## src/rtl/lcd_segment_serial_writer_macros.svh

```systemverilog
// Assertion macros shared by the segment LCD writer modules.
// No dependencies; included by files that carry concurrent checks.
`ifndef LCD_SEGMENT_SERIAL_WRITER_MACROS_SVH
`define LCD_SEGMENT_SERIAL_WRITER_MACROS_SVH

// Check a same-cycle implication, disabled while reset is low.
`define LCDSSW_ASSERT(LBL, CLK, RSTN, ANT, CON, MSG) \
    LBL: assert property (@(posedge CLK) disable iff (!RSTN) (ANT) |-> (CON)) \
        else $error(MSG);

// Check that a condition holds in the cycle after the trigger.
`define LCDSSW_ASSERT_NEXT(LBL, CLK, RSTN, ANT, CON, MSG) \
    LBL: assert property (@(posedge CLK) disable iff (!RSTN) (ANT) |=> (CON)) \
        else $error(MSG);

`endif

```

## src/rtl/lcdssw_pkg.sv

```systemverilog
// Shared types and constants of the segment LCD serial writer.
// No dependencies; used by lcdssw_store and lcd_segment_serial_writer.
package lcdssw_pkg;

    localparam int SEG_ADDR_W = 5;
    localparam int SEG_BITS_W = 4;
    localparam int CMD_W      = 8;

    // Frame layout: preamble of three bits, then command, or zero padding + nibbles.
    localparam int CMD_FRAME_BITS = 12;
    localparam int HEADER_BITS    = 9;
    localparam int CMD_LAST_POS   = 10;

    typedef enum logic [2:0] {
        FUNC_TICK      = 3'd0,
        FUNC_SET_BITS  = 3'd1,
        FUNC_CLR_BITS  = 3'd2,
        FUNC_FILL_ONES = 3'd3,
        FUNC_CLEAR_ALL = 3'd4,
        FUNC_COMMAND   = 3'd5,
        FUNC_REFRESH   = 3'd6
    } t_func;

    typedef struct packed {
        logic                  set_bits;
        logic                  clear_bits;
        logic                  fill_ones;
        logic                  clear_all;
        logic [SEG_ADDR_W-1:0] addr;
        logic [SEG_BITS_W-1:0] bits;
    } t_store_ctl;

endpackage

```

## src/rtl/lcd_segment_serial_writer.sv

```systemverilog
// Top level of the segment LCD serial writer: input register, frame sequencer,
// output register. Depends on lcdssw_pkg, lcdssw_store and the macros header.
//
//  channel | dir | tdata                                   | tuser         | tlast
//  --------+-----+-----------------------------------------+---------------+-----------
//  s       | in  | [4:0] seg_address [8:5] seg_bits        | [2:0] func    | -
//          |     | [16:9] command_code, pad to 24 bits     |               |
//  m       | out | [0] data_bit [1] chip_select, pad to 8  | [0] frame_kind| frame_last
//
// One transfer is taken per cycle while s_tready is high; each item passes through the input
// register, and its result, if any, is loaded into the output register as the item leaves the input register.
// The input register drains only when the output register is free or being read, so a
// stall on the m side backs up to s_tready in the same cycle.
// Reset (synchronous, active low) clears the store, the sequencer and both valid flags.
`include "lcd_segment_serial_writer_macros.svh"

module lcd_segment_serial_writer #(
    parameter int BUFFER_NIBBLES = 32
) (
    input  logic        i_clk,
    input  logic        i_rst_n,
    input  logic        i_s_tvalid,
    output logic        o_s_tready,
    input  logic [23:0] i_s_tdata,   // [4:0] seg_address, [8:5] seg_bits, [16:9] command_code
    input  logic [2:0]  i_s_tuser,   // [2:0] func
    output logic        o_m_tvalid,
    input  logic        i_m_tready,
    output logic [7:0]  o_m_tdata,   // [0] data_bit, [1] chip_select
    output logic        o_m_tlast,
    output logic [0:0]  o_m_tuser    // [0] frame_kind
);

    localparam int WRITE_FRAME_BITS = lcdssw_pkg::HEADER_BITS + 4 * BUFFER_NIBBLES;
    localparam int POS_W            = $clog2(WRITE_FRAME_BITS);
    localparam int BIT_IDX_W        = $clog2(4 * BUFFER_NIBBLES);

    // Input register.
    logic                              r_in_valid;
    lcdssw_pkg::t_func                 r_in_func;
    logic [lcdssw_pkg::SEG_ADDR_W-1:0] r_in_addr;
    logic [lcdssw_pkg::SEG_BITS_W-1:0] r_in_bits;
    logic [lcdssw_pkg::CMD_W-1:0]      r_in_cmd;

    // Frame sequencer.
    logic                         r_active;
    logic                         r_kind;
    logic [lcdssw_pkg::CMD_W-1:0] r_cmd;
    logic [POS_W-1:0]             r_pos;

    // Output register.
    logic r_out_valid;
    logic r_out_bit;
    logic r_out_last;
    logic r_out_kind;

    logic                   accept_in;
    logic                   out_free;
    logic                   advance;
    logic                   emit;
    logic                   start;
    logic                   n_last;
    logic                   n_bit;
    logic                   cmd_bit;
    logic                   store_bit;
    logic [3:0]             cmd_idx;
    logic [POS_W-1:0]       seg_pos;
    logic [POS_W-1:0]       last_pos;
    lcdssw_pkg::t_store_ctl store_ctl;

    assign out_free   = !r_out_valid || i_m_tready;
    assign advance    = r_in_valid && out_free;
    assign o_s_tready = !r_in_valid || out_free;
    assign accept_in  = i_s_tvalid && o_s_tready;

    // Only a tick with a live frame yields a transfer; start requests while busy drop.
    assign emit  = advance && (r_in_func == lcdssw_pkg::FUNC_TICK) && r_active;
    assign start = advance && !r_active &&
                   ((r_in_func == lcdssw_pkg::FUNC_COMMAND) ||
                    (r_in_func == lcdssw_pkg::FUNC_REFRESH));

    // Edits go straight to the store, also in the middle of a frame.
    always_comb begin
        store_ctl            = '0;
        store_ctl.addr       = r_in_addr;
        store_ctl.bits       = r_in_bits;
        if (advance) begin
            case (r_in_func)
                lcdssw_pkg::FUNC_SET_BITS:  store_ctl.set_bits   = 1'b1;
                lcdssw_pkg::FUNC_CLR_BITS:  store_ctl.clear_bits = 1'b1;
                lcdssw_pkg::FUNC_FILL_ONES: store_ctl.fill_ones  = 1'b1;
                lcdssw_pkg::FUNC_CLEAR_ALL: store_ctl.clear_all  = 1'b1;
                default:                    store_ctl            = store_ctl;
            endcase
        end
    end

    // Nibble bits start right after the header, LSB of address 0 first.
    assign seg_pos = r_pos - POS_W'(lcdssw_pkg::HEADER_BITS);

    lcdssw_store #(
        .BUFFER_NIBBLES(BUFFER_NIBBLES)
    ) u_store (
        .i_clk    (i_clk),
        .i_rst_n  (i_rst_n),
        .i_ctl    (store_ctl),
        .i_bit_idx(seg_pos[BIT_IDX_W-1:0]),
        .o_bit    (store_bit)
    );

    // Command bits MSB first at positions 3..10, then one trailing zero.
    assign cmd_idx = 4'(lcdssw_pkg::CMD_LAST_POS) - r_pos[3:0];
    assign cmd_bit = (r_pos <= POS_W'(lcdssw_pkg::CMD_LAST_POS)) ? r_cmd[cmd_idx[2:0]] : 1'b0;

    always_comb begin
        if (r_pos == POS_W'(0)) begin
            n_bit = 1'b1;
        end else if (r_pos == POS_W'(1)) begin
            n_bit = 1'b0;
        end else if (r_pos == POS_W'(2)) begin
            n_bit = r_kind;
        end else if (!r_kind) begin
            n_bit = cmd_bit;
        end else if (r_pos < POS_W'(lcdssw_pkg::HEADER_BITS)) begin
            n_bit = 1'b0;
        end else begin
            n_bit = store_bit;
        end
    end

    assign last_pos = r_kind ? POS_W'(WRITE_FRAME_BITS - 1)
                             : POS_W'(lcdssw_pkg::CMD_FRAME_BITS - 1);
    assign n_last   = (r_pos == last_pos);

    always_ff @(posedge i_clk) begin
        if (!i_rst_n) begin
            r_in_valid <= 1'b0;
        end else if (accept_in) begin
            r_in_valid <= 1'b1;
        end else if (advance) begin
            r_in_valid <= 1'b0;
        end
    end

    // Payload of the input register; hold while stalled.
    always_ff @(posedge i_clk) begin
        if (accept_in) begin
            r_in_func <= lcdssw_pkg::t_func'(i_s_tuser);
            r_in_addr <= i_s_tdata[4:0];
            r_in_bits <= i_s_tdata[8:5];
            r_in_cmd  <= i_s_tdata[16:9];
        end
    end

    always_ff @(posedge i_clk) begin
        if (!i_rst_n) begin
            r_active <= 1'b0;
            r_kind   <= 1'b0;
            r_cmd    <= '0;
            r_pos    <= '0;
        end else if (start) begin
            r_active <= 1'b1;
            r_kind   <= (r_in_func == lcdssw_pkg::FUNC_REFRESH);
            r_cmd    <= r_in_cmd;
            r_pos    <= '0;
        end else if (emit) begin
            if (n_last) begin
                r_active <= 1'b0;
                r_pos    <= '0;
            end else begin
                r_pos <= r_pos + POS_W'(1);
            end
        end
    end

    always_ff @(posedge i_clk) begin
        if (!i_rst_n) begin
            r_out_valid <= 1'b0;
        end else if (emit) begin
            r_out_valid <= 1'b1;
        end else if (i_m_tready) begin
            r_out_valid <= 1'b0;
        end
    end

    always_ff @(posedge i_clk) begin
        if (emit) begin
            r_out_bit  <= n_bit;
            r_out_last <= n_last;
            r_out_kind <= r_kind;
        end
    end

    assign o_m_tvalid = r_out_valid;
    assign o_m_tdata  = {6'b0, 1'b1, r_out_bit};
    assign o_m_tlast  = r_out_last;
    assign o_m_tuser  = r_out_kind;

    `LCDSSW_ASSERT(a_idle_pos, i_clk, i_rst_n, !r_active, r_pos == '0, "bit counter moved with no frame")
    `LCDSSW_ASSERT(a_pos_range, i_clk, i_rst_n, r_active, r_pos <= last_pos, "bit counter past frame end")
    `LCDSSW_ASSERT_NEXT(a_frame_end, i_clk, i_rst_n, emit && n_last, !r_active && r_out_valid && r_out_last, "frame did not close on its last bit")
    `LCDSSW_ASSERT(a_no_lost_result, i_clk, i_rst_n, emit, out_free, "result loaded over a pending one")

endmodule

```

## src/rtl/lcdssw_store.sv

```systemverilog
// Segment nibble store: per-nibble edit cells plus a single bit read port.
// Depends on lcdssw_pkg and lcd_segment_serial_writer_macros.svh.
`include "lcd_segment_serial_writer_macros.svh"

module lcdssw_store #(
    parameter int BUFFER_NIBBLES = 32
) (
    input  logic                           i_clk,
    input  logic                           i_rst_n,
    input  lcdssw_pkg::t_store_ctl         i_ctl,
    input  logic [$clog2(4*BUFFER_NIBBLES)-1:0] i_bit_idx,
    output logic                           o_bit
);

    localparam int STORE_W = 4 * BUFFER_NIBBLES;

    logic [STORE_W-1:0] r_store;
    logic [STORE_W-1:0] n_store;

    // Each nibble decides its own next value; an address past the end hits nothing.
    for (genvar g = 0; g < BUFFER_NIBBLES; g++) begin : g_nib
        logic       hit;
        logic [3:0] cur;
        assign hit = ({1'b0, i_ctl.addr} == 6'(g));
        assign cur = r_store[4*g +: 4];
        always_comb begin
            if (i_ctl.fill_ones) begin
                n_store[4*g +: 4] = 4'hf;
            end else if (i_ctl.clear_all) begin
                n_store[4*g +: 4] = 4'h0;
            end else if (i_ctl.set_bits && hit) begin
                n_store[4*g +: 4] = cur | i_ctl.bits;
            end else if (i_ctl.clear_bits && hit) begin
                n_store[4*g +: 4] = cur & ~i_ctl.bits;
            end else begin
                n_store[4*g +: 4] = cur;
            end
        end
    end

    always_ff @(posedge i_clk) begin
        if (!i_rst_n) begin
            r_store <= '0;
        end else begin
            r_store <= n_store;
        end
    end

    assign o_bit = r_store[i_bit_idx];

    `LCDSSW_ASSERT_NEXT(a_fill_ones, i_clk, i_rst_n, i_ctl.fill_ones, r_store == '1, "fill left zero bits")
    `LCDSSW_ASSERT_NEXT(a_clear_all, i_clk, i_rst_n, i_ctl.clear_all && !i_ctl.fill_ones, r_store == '0, "clear left set bits")

endmodule
```

## config.mk

```make
export PLATFORM = sky130hd
export DESIGN_NAME = lcd_segment_serial_writer
export DESIGN_NICKNAME = d
export VERILOG_FILES = /design/src/rtl/lcdssw_pkg.sv /design/src/rtl/lcd_segment_serial_writer.sv /design/src/rtl/lcdssw_store.sv
export VERILOG_INCLUDE_DIRS = /design/src /design/src/rtl
export SDC_FILE = /design/constraint.sdc
export NUM_CORES = 1
export LEC_CHECK = 0
export BUFFER_PORTS_ARGS = -buffer_cell sky130_fd_sc_hd__buf_4
export CORE_UTILIZATION = 40
export CTS_CLUSTER_DIAMETER = 200
export DETAILED_ROUTE_END_ITERATION = 10
export GPL_TIMING_DRIVEN = 0
export PLACE_DENSITY = 0.58
export SLEW_MARGIN = 20
export SYNTH_ARGS = -nofsm -noshare
export SYNTH_HDL_FRONTEND = slang
export SYNTH_SLANG_ARGS = --single-unit
```

## constraint.sdc

```tcl
create_clock -name i_clk -period 7.4 [get_ports i_clk]
set_input_delay 0.74 -clock i_clk [delete_from_list [all_inputs] [get_ports i_clk]]
set_output_delay 0.74 -clock i_clk [all_outputs]
set_load 0.03 [all_outputs]
```

==> out/results.ini, run 1 <==
[critical_path]
timing.rr.end = r_out_bit
crit_arrival_ns = 3.87
r2r_cells = 10
crit_fanout = 10
worst_ep_required_time_ns = 7.60
worstSetupStartpointType = register
r2r_setup_slack_ns = 3.73
worstSetupPathType = register to register
end_kind = register
rr_startpoint = r_pos[1]

[route]
via_count = 8395
drcViolationCount = 0
viasPerCell = 6.182
drtAntennaViolNets = 0
wl_per_cell_um = 23.00
drt_iter0_drc = 692
wl_mm = 31.23
drtPass1Iterations = 5

[power_and_ir_drop]
ir_worst_vdd_uv = 107.0
p_per_area_mw_per_mm2 = 193.9
p_leak_nw = 4.325
p_total_w = 0.002198

[cells_and_area]
final_cell_mix = mux2i_1, dfxtp_1, nor2_1
antennaDiodeCount = 0
multiInputGateArea_mm2 = 0.006030
num-fill-cells = 2322
final_common_cell = mux2i_1
drive_gt1_share_pct = 15.57
seqCellArea_mm2 = 0.003654
area.growth.synth_to_final_pct = 12.02
num-nets-final = 1057

[global_route]
first_global_vias = 8121
grt_pass1_wl_mm = 48.61
grt_util_all_layers_pct = 24.43
grt-ovfl-total = 0
grt_max_degree = 21
antenna_found_initial = 0

[sta]
slew_headroom_pct = 27.34
rsz0062_at_grt = false
period_share_pct = 49.66
drv_slew = 0
fin_ws_ns = 3.725
hold_viol_final = 0
timing.fmax_ghz = 0.2721
final.min_clock_period_ns = 3.675
fin_tns_setup_ns = 0
finClkSkew_ns = 0.01437
tightest_slew_ns = 1.090
setup_viol = 0

[synthesis]
async_reset_ff_share_pct = 0
synth_cell_type_count = 59
syn_avg_cell_area_um2 = 10.43
ys_seq_area_share_pct = 36.10
synthesis.area_mm2 = 0.01012
synth_edf_count = 23
synthCells = 970
synth-main-ff-cell = dfxtp_1
ys_ff_latch = 171
yosys_warnings = 0

[cts]
cts_buffers = 17
cts.repair.resized = 0
cts_hold_buf = 0
post_cts_buffers = 0
h-tree-depth = 4
cts_buffer_depth = 2
insertion_delay_ns = 0.45
cts_root_buffer = clkbuf_16
path_clk_slew_ns = 0.07
cts_sinks = 171
cts_tree = built

[floorplan]
die_y_um = 161.1
start_util_pct = 41.25
die_area_mm2 = 0.02594
ioPinCount = 43
fp.dieW_um = 161.1
row_count = 57
core_area_mm2 = 0.02453

[placed_design]
pre_cts_ws_ns = 3.848
port_buffers = 27
dp_hpwl_mm = 21.54
place_congestion = 0.9264

[run]
maxCapViolations = 0

[status]
outcome = completed

[min_path]
hold_start = i_s_tdata[2]
hp-class = primary input to register
hold_depth = 1
hold_end = r_in_addr[2]

==> per-layer routing <==
layer / share of wire [%] / vias to the layer above / track usage, %
met5: 0 / - / 0
met4: 2.7 / 0 / 8.748
met3: 5.5 / 46 / 4.314
met2: 46 / 264 / 38.44
met1: 46 / 4219 / 33.57
li1: - / 3866 / -
==> final cells by class <==
class | count | share of cell area (%)
multi-input combinational | 706 | 53.19
clock inverter | 13 | 1.126
sequential | 171 | 32.23
clock buffer | 19 | 4.007
inverter | 4 | 0.1325
tap | 324 | 3.576
buffer | 94 | 3.951
timing repair buffer | 27 | 1.788
==> synthesized netlist by cell type, types with 14 or more instances <==
cell	count	share of area, %
nor4b_2	14	2.1
edfxtp_1	23	6.8
dfxtp_1	148	29
nor4_1	16	0.99
o221a_1	116	13
o211ai_1	25	1.9
nor2b_1	19	1.2
mux2i_1	149	15
nand2_1	56	2.1
nor2_1	141	5.2
clkbuf_1	48	1.8
buf_1	21	0.78
mux4_2	35	7.8
==> how the worst max path moves through the flow <==
stage	endpoint	start	cells after the start
global placement	r_out_bit	r_pos[1]	10
detailed placement	r_out_bit	r_pos[1]	10
global route	r_out_bit	r_pos[1]	10
floorplan	r_out_bit	r_pos[1]	9
finish	r_out_bit	r_pos[1]	10
CTS	r_out_bit	r_pos[1]	10
==> metrics by stage <==
stage | area [µm²] | utilization, % | instances | hold WS, ns
floorplan | 10140 | - | 975 | 0.4768
global placement | 10750 | 43.80 | 1326 | 0.4912
detailed placement | 10750 | 43.83 | 1326 | 0.4987
CTS | 11340 | 46.21 | 1358 | 0.4603
global route | 11340 | 46.21 | 1358 | 0.4536
finish | 11340 | 46.21 | 1358 | 0.4646
==> sequential cells by signal (all words and copies together), names as in the netlist <==
register / cells
r_out_bit: 1
r_in_valid: 1
r_kind: 1
r_in_addr: 5
r_cmd: 8
r_pos: 8
r_in_func: 3
r_in_bits: 4
o_m_tvalid: 1
r_active: 1
o_m_tuser: 1
r_in_cmd: 8
u_store.r_store: 128
o_m_tlast: 1
==> kinds of logic (layout without fill, tap and decap cells) <==
kind of cell,after synthesis,count (layout),synth area share (%)
adder cells (fa/ha/maj),5,5,0.6182
multiplexers,191,191,23.34
flip-flops,171,171,36.10
buffers and inverters,98,157,4.575
other,2,7,0.07421
AO/OA/AOI/OAI,193,193,19.18
XOR/XNOR,15,15,1.372
AND/OR/NAND/NOR,295,295,14.74
==> where the power goes <==
part / internal (W) / switching (W) / total [W]
clock network: 0.000491 / 0.000420 / 0.000912
logic: 0.000110 / 0.000154 / 0.000264
registers: 0.000987 / 0.0000350 / 0.00102
total: 0.00159 / 0.000610 / 0.00220
==> worst max-delay path: stages (launching register included) <==
cell and delay (ns):
dfxtp_1 0.58, inv_1 0.19, ha_1 0.36, xor2_2 0.61, buf_4 0.38, mux2i_1 0.24, mux2i_1 0.20, mux2i_1 0.34
o32a_1 0.21, a41oi_1 0.12, a21o_1 0.18
Note: power is estimated with default switching activity, not from simulation.
==> run 2: changes to the inputs <==
Settings changed: PLACE_DENSITY 0.58 to 0.6.
Clock period 7.4 ns to 3.2 ns, I/O delays scaled along.
==> run 2 against run 1 <==
Net effect:
- final cell count rose by 0.88%
- design area rose by 1.2%
- worst setup slack got worse by 3.6 ns
- via count rose by 0.19%
- clock skew barely moved
- critical path depth rose by 1
- hold slack got worse by 0.42 ns
- critical path type unchanged
- largest cell class unchanged
- largest power group unchanged
- highest routed layer unchanged
==> out/results.ini, run 2 (synthesis results as in run 1) <==
[global_route]
antenna_found_initial = 0  ; unchanged
grt-ovfl-total = 0  ; unchanged
first_global_vias = 8024  ; -1.2%
grt_util_all_layers_pct = 24.30  ; -0.12 points
grt_max_degree = 21  ; unchanged
grt_pass1_wl_mm = 47.86  ; -1.5%

[sta]
timing.fmax_ghz = 0.3243  ; +19%
rsz0062_at_grt = false
fin_hold_ws_ns = 0.04495  ; -0.4197 ns
period_share_pct = 96.38  ; +47 points
fin_ws_ns = 0.1160  ; -3.609 ns
slew_headroom_pct = 24.50  ; -2.8 points
final.min_clock_period_ns = 3.084  ; -0.5909 ns
setup_viol = 0  ; unchanged
finClkSkew_ns = 0.01402  ; -0.0003406 ns
drv_slew = 0  ; unchanged
hold_viol_final = 0  ; unchanged
tightest_slew_ns = 1.133  ; +0.04269 ns

[critical_path]
worstSetupStartpointType = register
crit_fanout = 10  ; unchanged
crit_arrival_ns = 3.27  ; -0.60 ns
r2r_setup_slack_ns = 0.12  ; -3.61 ns
end_kind = register
worstSetupPathType = register to register
worst_ep_required_time_ns = 3.39  ; -4.21 ns

[cells_and_area]
multiInputGateArea_mm2 = 0.006057  ; +0.46%
num-nets-final = 1069  ; +1.1%
fin_util_pct = 46.78  ; +0.57 points
drive_gt1_share_pct = 17.02  ; +1.4 points
area.growth.synth_to_final_pct = 13.40
top_register = u_store.r_store
final_cell_count_no_fill = 1370  ; +0.88%
seqCellArea_mm2 = 0.003661  ; +0.21%
antennaDiodeCount = 0  ; unchanged
num-fill-cells = 2358  ; +1.6%
final_cell_mix = mux2i_1, dfxtp_1, nor2_1
largest_reg_flops = 128  ; unchanged
final_common_cell = mux2i_1

[cts]
cts_root_buffer = clkbuf_16
cts_sinks = 171  ; unchanged
cts_hold_buf = 0  ; unchanged
h-tree-depth = 4  ; unchanged
cts_buffers = 17  ; unchanged
cts_buffer_depth = 2  ; unchanged
path_clk_slew_ns = 0.08  ; about the same
insertion_delay_ns = 0.44  ; about the same
cts_tree = built

[floorplan]
die_area_mm2 = 0.02594  ; unchanged
row_count = 57  ; unchanged
fp.dieW_um = 161.1  ; unchanged
start_util_pct = 41.25  ; unchanged
core_area_mm2 = 0.02453  ; unchanged
ioPinCount = 43  ; unchanged
die_y_um = 161.1  ; unchanged

[route]
viasPerCell = 6.139  ; -0.69%
drtPass1Iterations = 6  ; +1
drt_iter0_drc = 693  ; +0.14%
wl_mm = 31.15  ; -0.27%
via_count = 8411  ; +0.19%
drcViolationCount = 0  ; unchanged
drtAntennaViolNets = 0  ; unchanged
wl_per_cell_um = 22.73  ; -1.1%

[power_and_ir_drop]
p_per_area_mw_per_mm2 = 439.6  ; +130%
p_leak_nw = 4.399  ; +1.7%
ir_worst_vdd_uv = 308.8  ; +190%
p_total_w = 0.005044  ; +130%

[run]
maxCapViolations = 0  ; unchanged

[placed_design]
dp.cells = 1326  ; unchanged
dp_hpwl_mm = 21.42  ; -0.58%
port_buffers = 27  ; unchanged
place_congestion = 0.9239  ; -0.27%
pre_cts_ws_ns = -0.3368  ; -4.185 ns

[min_path]
hp-class = primary input to register

[status]
outcome = completed

==> run 2: cell types whose count changed in the layout (fill, tap and decap cells not counted), moves of 2 or more <==
cell	change
mux2i_1	-2
buf_4	+12
dfxtp_1	-2
buf_16	+2
clkinvlp_4	-2
inv_8	+3
dfxtp_4	+2
==> run 2: final timing paths <==
kind	startpoint	to	cells past startpoint
hold reg to reg	r_in_cmd[2]	r_cmd[2]	2
hold / removal	i_s_tdata[5]	r_in_bits[0]	1
setup reg to reg	r_pos[0]	r_out_bit	11
setup / recovery	r_pos[0]	r_out_bit	11
==> run 2: area by class of cell <==
class | instances | area share [%]
Multi-Input combinational cell | 706 | 52.78
Sequential cell | 171 | 31.90
Buffer | 94 | 4.154
Clock buffer | 17 | 3.707
Tap cell | 324 | 3.532
Timing Repair Buffer | 39 | 2.551
Clock inverter | 15 | 1.243
Inverter | 4 | 0.1308
==> run 2: layer usage <==
layer	wire length, µm	share of wire (%)	track usage [%]
met1	14160	45	33.39
met2	14330	46	37.72
met3	1584	5.1	4.417
met4	1070	3.4	9.691
met5	0	0	0
==> run 2: per-stage QoR <==
step           cell area, µm²  TNS [ns]
2_1_floorplan           10140         0
3_3_place_gp            10750   -0.3699
3_5_place_dp            10750   -0.3368
4_1_cts                 11350         0
5_1_grt                 11480         0
6_report                11480         0
==> run 2: critical path, cell delays in order, from the launching register on <==
cell and delay [ns]:
dfxtp_4 0.41, inv_1 0.10, ha_1 0.33, buf_12 0.15, buf_16 0.17, mux4_2 0.52
mux2i_1 0.18, mux2i_2 0.17, mux2i_1 0.28, o32a_1 0.19, a41oi_1 0.12, a21o_1 0.19
==> run 2: power breakdown <==
group          leakage (nW)  internal, W  switching [W]
clock network         0.284      0.00104        0.00103
logic                  2.68     0.000256       0.000357
registers              1.43      0.00228      0.0000801
total                  4.40      0.00357        0.00147
==> run 2: repair_timing <==
item,CTS,global route
pin swaps,0,1
gates resized for setup,7,6
gates cloned,0,0
endpoints found under the setup margin,1,1
buffers inserted,0,12
==> run 3: changes to the inputs <==
Settings changed: BUFFER_PORTS_ARGS -buffer_cell sky130_fd_sc_hd__buf_4 to -buffer_cell sky130_fd_sc_hd__buf_2, CORE_UTILIZATION 40 to 35, PLACE_DENSITY 0.6 to 0.54.
==> run 3 against run 2 <==
Net effect:
- critical path type unchanged
- critical endpoint unchanged
- critical path depth is 1 lower
- highest routed layer unchanged
- die area is 14% higher
- global-route usage is 1.9 points lower
- clock-buffer cell count is 4 higher
- design area is 0.33% higher
==> out/results.ini, run 3 (synthesis results as in run 1) <==
[status]
outcome = completed

[min_path]
hp-class = primary input to register

[critical_path]
crit_chain = inv_1, ha_2, xor2_4, buf_4, mux2i_1, mux2i_1, mux2i_1, o32a_1, a41oi_1, a21o_1
worstSetupPathType = register to register
end_kind = register
critPathBufInv = 2  ; -1
crit_family = multiplexers
crit_arrival_ns = 3.34  ; +0.07 ns
max_stage_delay_ns = 0.41  ; -0.11 ns
worst_ep_required_time_ns = 3.39  ; about the same
worstSetupStartpointType = register
crit_fanout = 10  ; unchanged
cp_slowest_cell = xor2_4
cpMostUsedCell = mux2i_1

[sta]
period_share_pct = 98.50  ; +2.1 points
timing.fmax_ghz = 0.3172  ; -2.2%
finClkSkew_ns = 0.01279  ; -0.001232 ns
final.min_clock_period_ns = 3.152  ; +0.06812 ns
slew_headroom_pct = 30.34  ; +5.8 points
hold_viol_final = 0  ; unchanged
tightest_slew_ns = 1.045  ; -0.08770 ns
setup_viol = 0  ; unchanged
drv_slew = 0  ; unchanged

[cts]
path_clk_slew_ns = 0.07  ; about the same
cts_hold_buf = 0  ; unchanged
cts_root_buffer = clkbuf_16
cts_sinks = 171  ; unchanged
cts_buffer_depth = 2  ; unchanged
cts_tree = built
h-tree-depth = 4  ; unchanged
insertion_delay_ns = 0.44  ; about the same
cts_buffers = 17  ; unchanged

[floorplan]
core_area_mm2 = 0.02809  ; +14%
start_util_pct = 36.03  ; -5.2 points
die_y_um = 172.0  ; +6.8%
fp.dieW_um = 172.0  ; +6.8%
ioPinCount = 43  ; unchanged
row_count = 61  ; +7.0%
die_area_mm2 = 0.02960  ; +14%

[power_and_ir_drop]
switchingPower_w = 0.001414  ; -3.8%
ir_worst_vdd_uv = 294.9  ; -4.5%
swShare_pct = 26.70  ; -2.4 points
p_seq_share_pct = 44.5  ; -2.3 points
p_total_w = 0.005297  ; +5.0%
p_int_w = 0.003883  ; +8.6%
p_comb_share_pct = 11.6  ; -0.6 points
p_per_area_mw_per_mm2 = 460.1  ; +4.7%
p_leak_nw = 4.347  ; -1.2%
clkPwrFrac_pct = 43.9  ; +2.8 points

[placed_design]
dp_hpwl_mm = 22.07  ; +3.0%
dp.cells = 1381  ; +4.1%
place_congestion = 0.9266  ; +0.29%
place_area_mm2 = 0.01077  ; +0.10%
port_buffers = 27  ; unchanged

[route]
drtAntennaViolNets = 0  ; unchanged
wl_mm = 31.85  ; +2.3%
drt_iter0_drc = 627  ; -9.5%
wl_per_cell_um = 22.51  ; -1.0%
viasPerCell = 5.816  ; -5.3%
via_count = 8229  ; -2.2%
drcViolationCount = 0  ; unchanged
drtPass1Iterations = 5  ; -1

[cells_and_area]
largest_reg_flops = 128  ; unchanged
final_cell_mix = dfxtp_1, mux2i_1, nor2_1
num-nets-final = 1060  ; -0.84%
post-route-cell-area_mm2 = 0.01151  ; +0.33%
num-fill-cells = 2795  ; +19%
antennaDiodeCount = 0  ; unchanged
drive_gt1_share_pct = 16.68  ; -0.33 points
top_register = u_store.r_store
final_cell_count_no_fill = 1415  ; +3.3%
final_common_cell = dfxtp_1
area.growth.synth_to_final_pct = 13.77

[global_route]
grt-ovfl-total = 0  ; unchanged
first_global_vias = 8071  ; +0.59%
grt_max_degree = 21  ; unchanged
antenna_found_initial = 0  ; unchanged
grt_pass1_wl_mm = 49.30  ; +3.0%
grt_util_all_layers_pct = 22.45  ; -1.9 points

[run]
maxCapViolations = 0  ; unchanged

-- run 3: per-layer routing --
metal  global-route usage [%]  share of wire, %
met1                    30.92                47
met2                    35.41                45
met3                    3.044               4.5
met4                    8.850               3.1
met5                        0                 0
-- run 3: cell type report --
cell class	instances	area, µm²	share of cell area, %
Multi-Input combinational cell	706	6088	52.88
Sequential cell	171	3661	31.80
Clock buffer	21	491.7	4.271
Tap cell	378	473.0	4.108
Buffer	94	469.2	4.075
Timing Repair Buffer	30	161.4	1.402
Clock inverter	11	153.9	1.337
Inverter	4	15.01	0.1304
-- run 3: power groups by stage --
stage	registers [W]	clock network (W)	logic [W]
2_1_floorplan	0.00238	0	0.000440
3_3_place_gp	0.00240	0	0.000596
3_5_place_dp	0.00240	0	0.000603
4_1_cts	0.00236	0.00234	0.000606
5_1_grt	0.00237	0.00244	0.000654
6_report	0.00236	0.00232	0.000614
-- run 3: worst paths after layout --
kind / end / start / slack [ns] / cells past startpoint
max reg2reg: r_out_bit / r_pos[0] / 0.05 / 10
max: r_out_bit / r_pos[0] / 0.05 / 10
min reg2reg: r_cmd[2] / r_in_cmd[2] / 0.50 / 2
min: r_in_bits[0] / i_s_tdata[5] / 0.05 / 1
-- run 3: stage by stage --
step / util, % / setup TNS (ns) / setup WS (ns) / hold WS, ns
6_report: 40.99 / 0 / 0.04786 / 0.05158
2_1_floorplan: - / 0 / 0.3881 / 0.4189
3_5_place_dp: 38.33 / -0.3718 / -0.3718 / 0.4981
5_1_grt: 40.99 / -0.008235 / -0.008235 / 0.04120
4_1_cts: 40.75 / 0 / 0.01983 / 0.04750
3_3_place_gp: 38.26 / -0.4235 / -0.4235 / 0.4867
-- run 3: repair_timing --
item                                    4_1_cts  5_1_grt
gates resized for setup                       9        9
hold endpoints to repair                      0        0
cloned                                        0        0
pin swaps                                     0        0
buffers inserted                              0        2
endpoints found under the setup margin        1        1
-- run 3: worst register-to-register path, stage by stage, from the launching register on --
cell	delay [ns]
dfxtp_4	0.39
inv_1	0.12
ha_2	0.31
xor2_4	0.41
buf_4	0.42
mux2i_1	0.29
mux2i_1	0.17
mux2i_1	0.30
o32a_1	0.19
a41oi_1	0.12
a21o_1	0.18
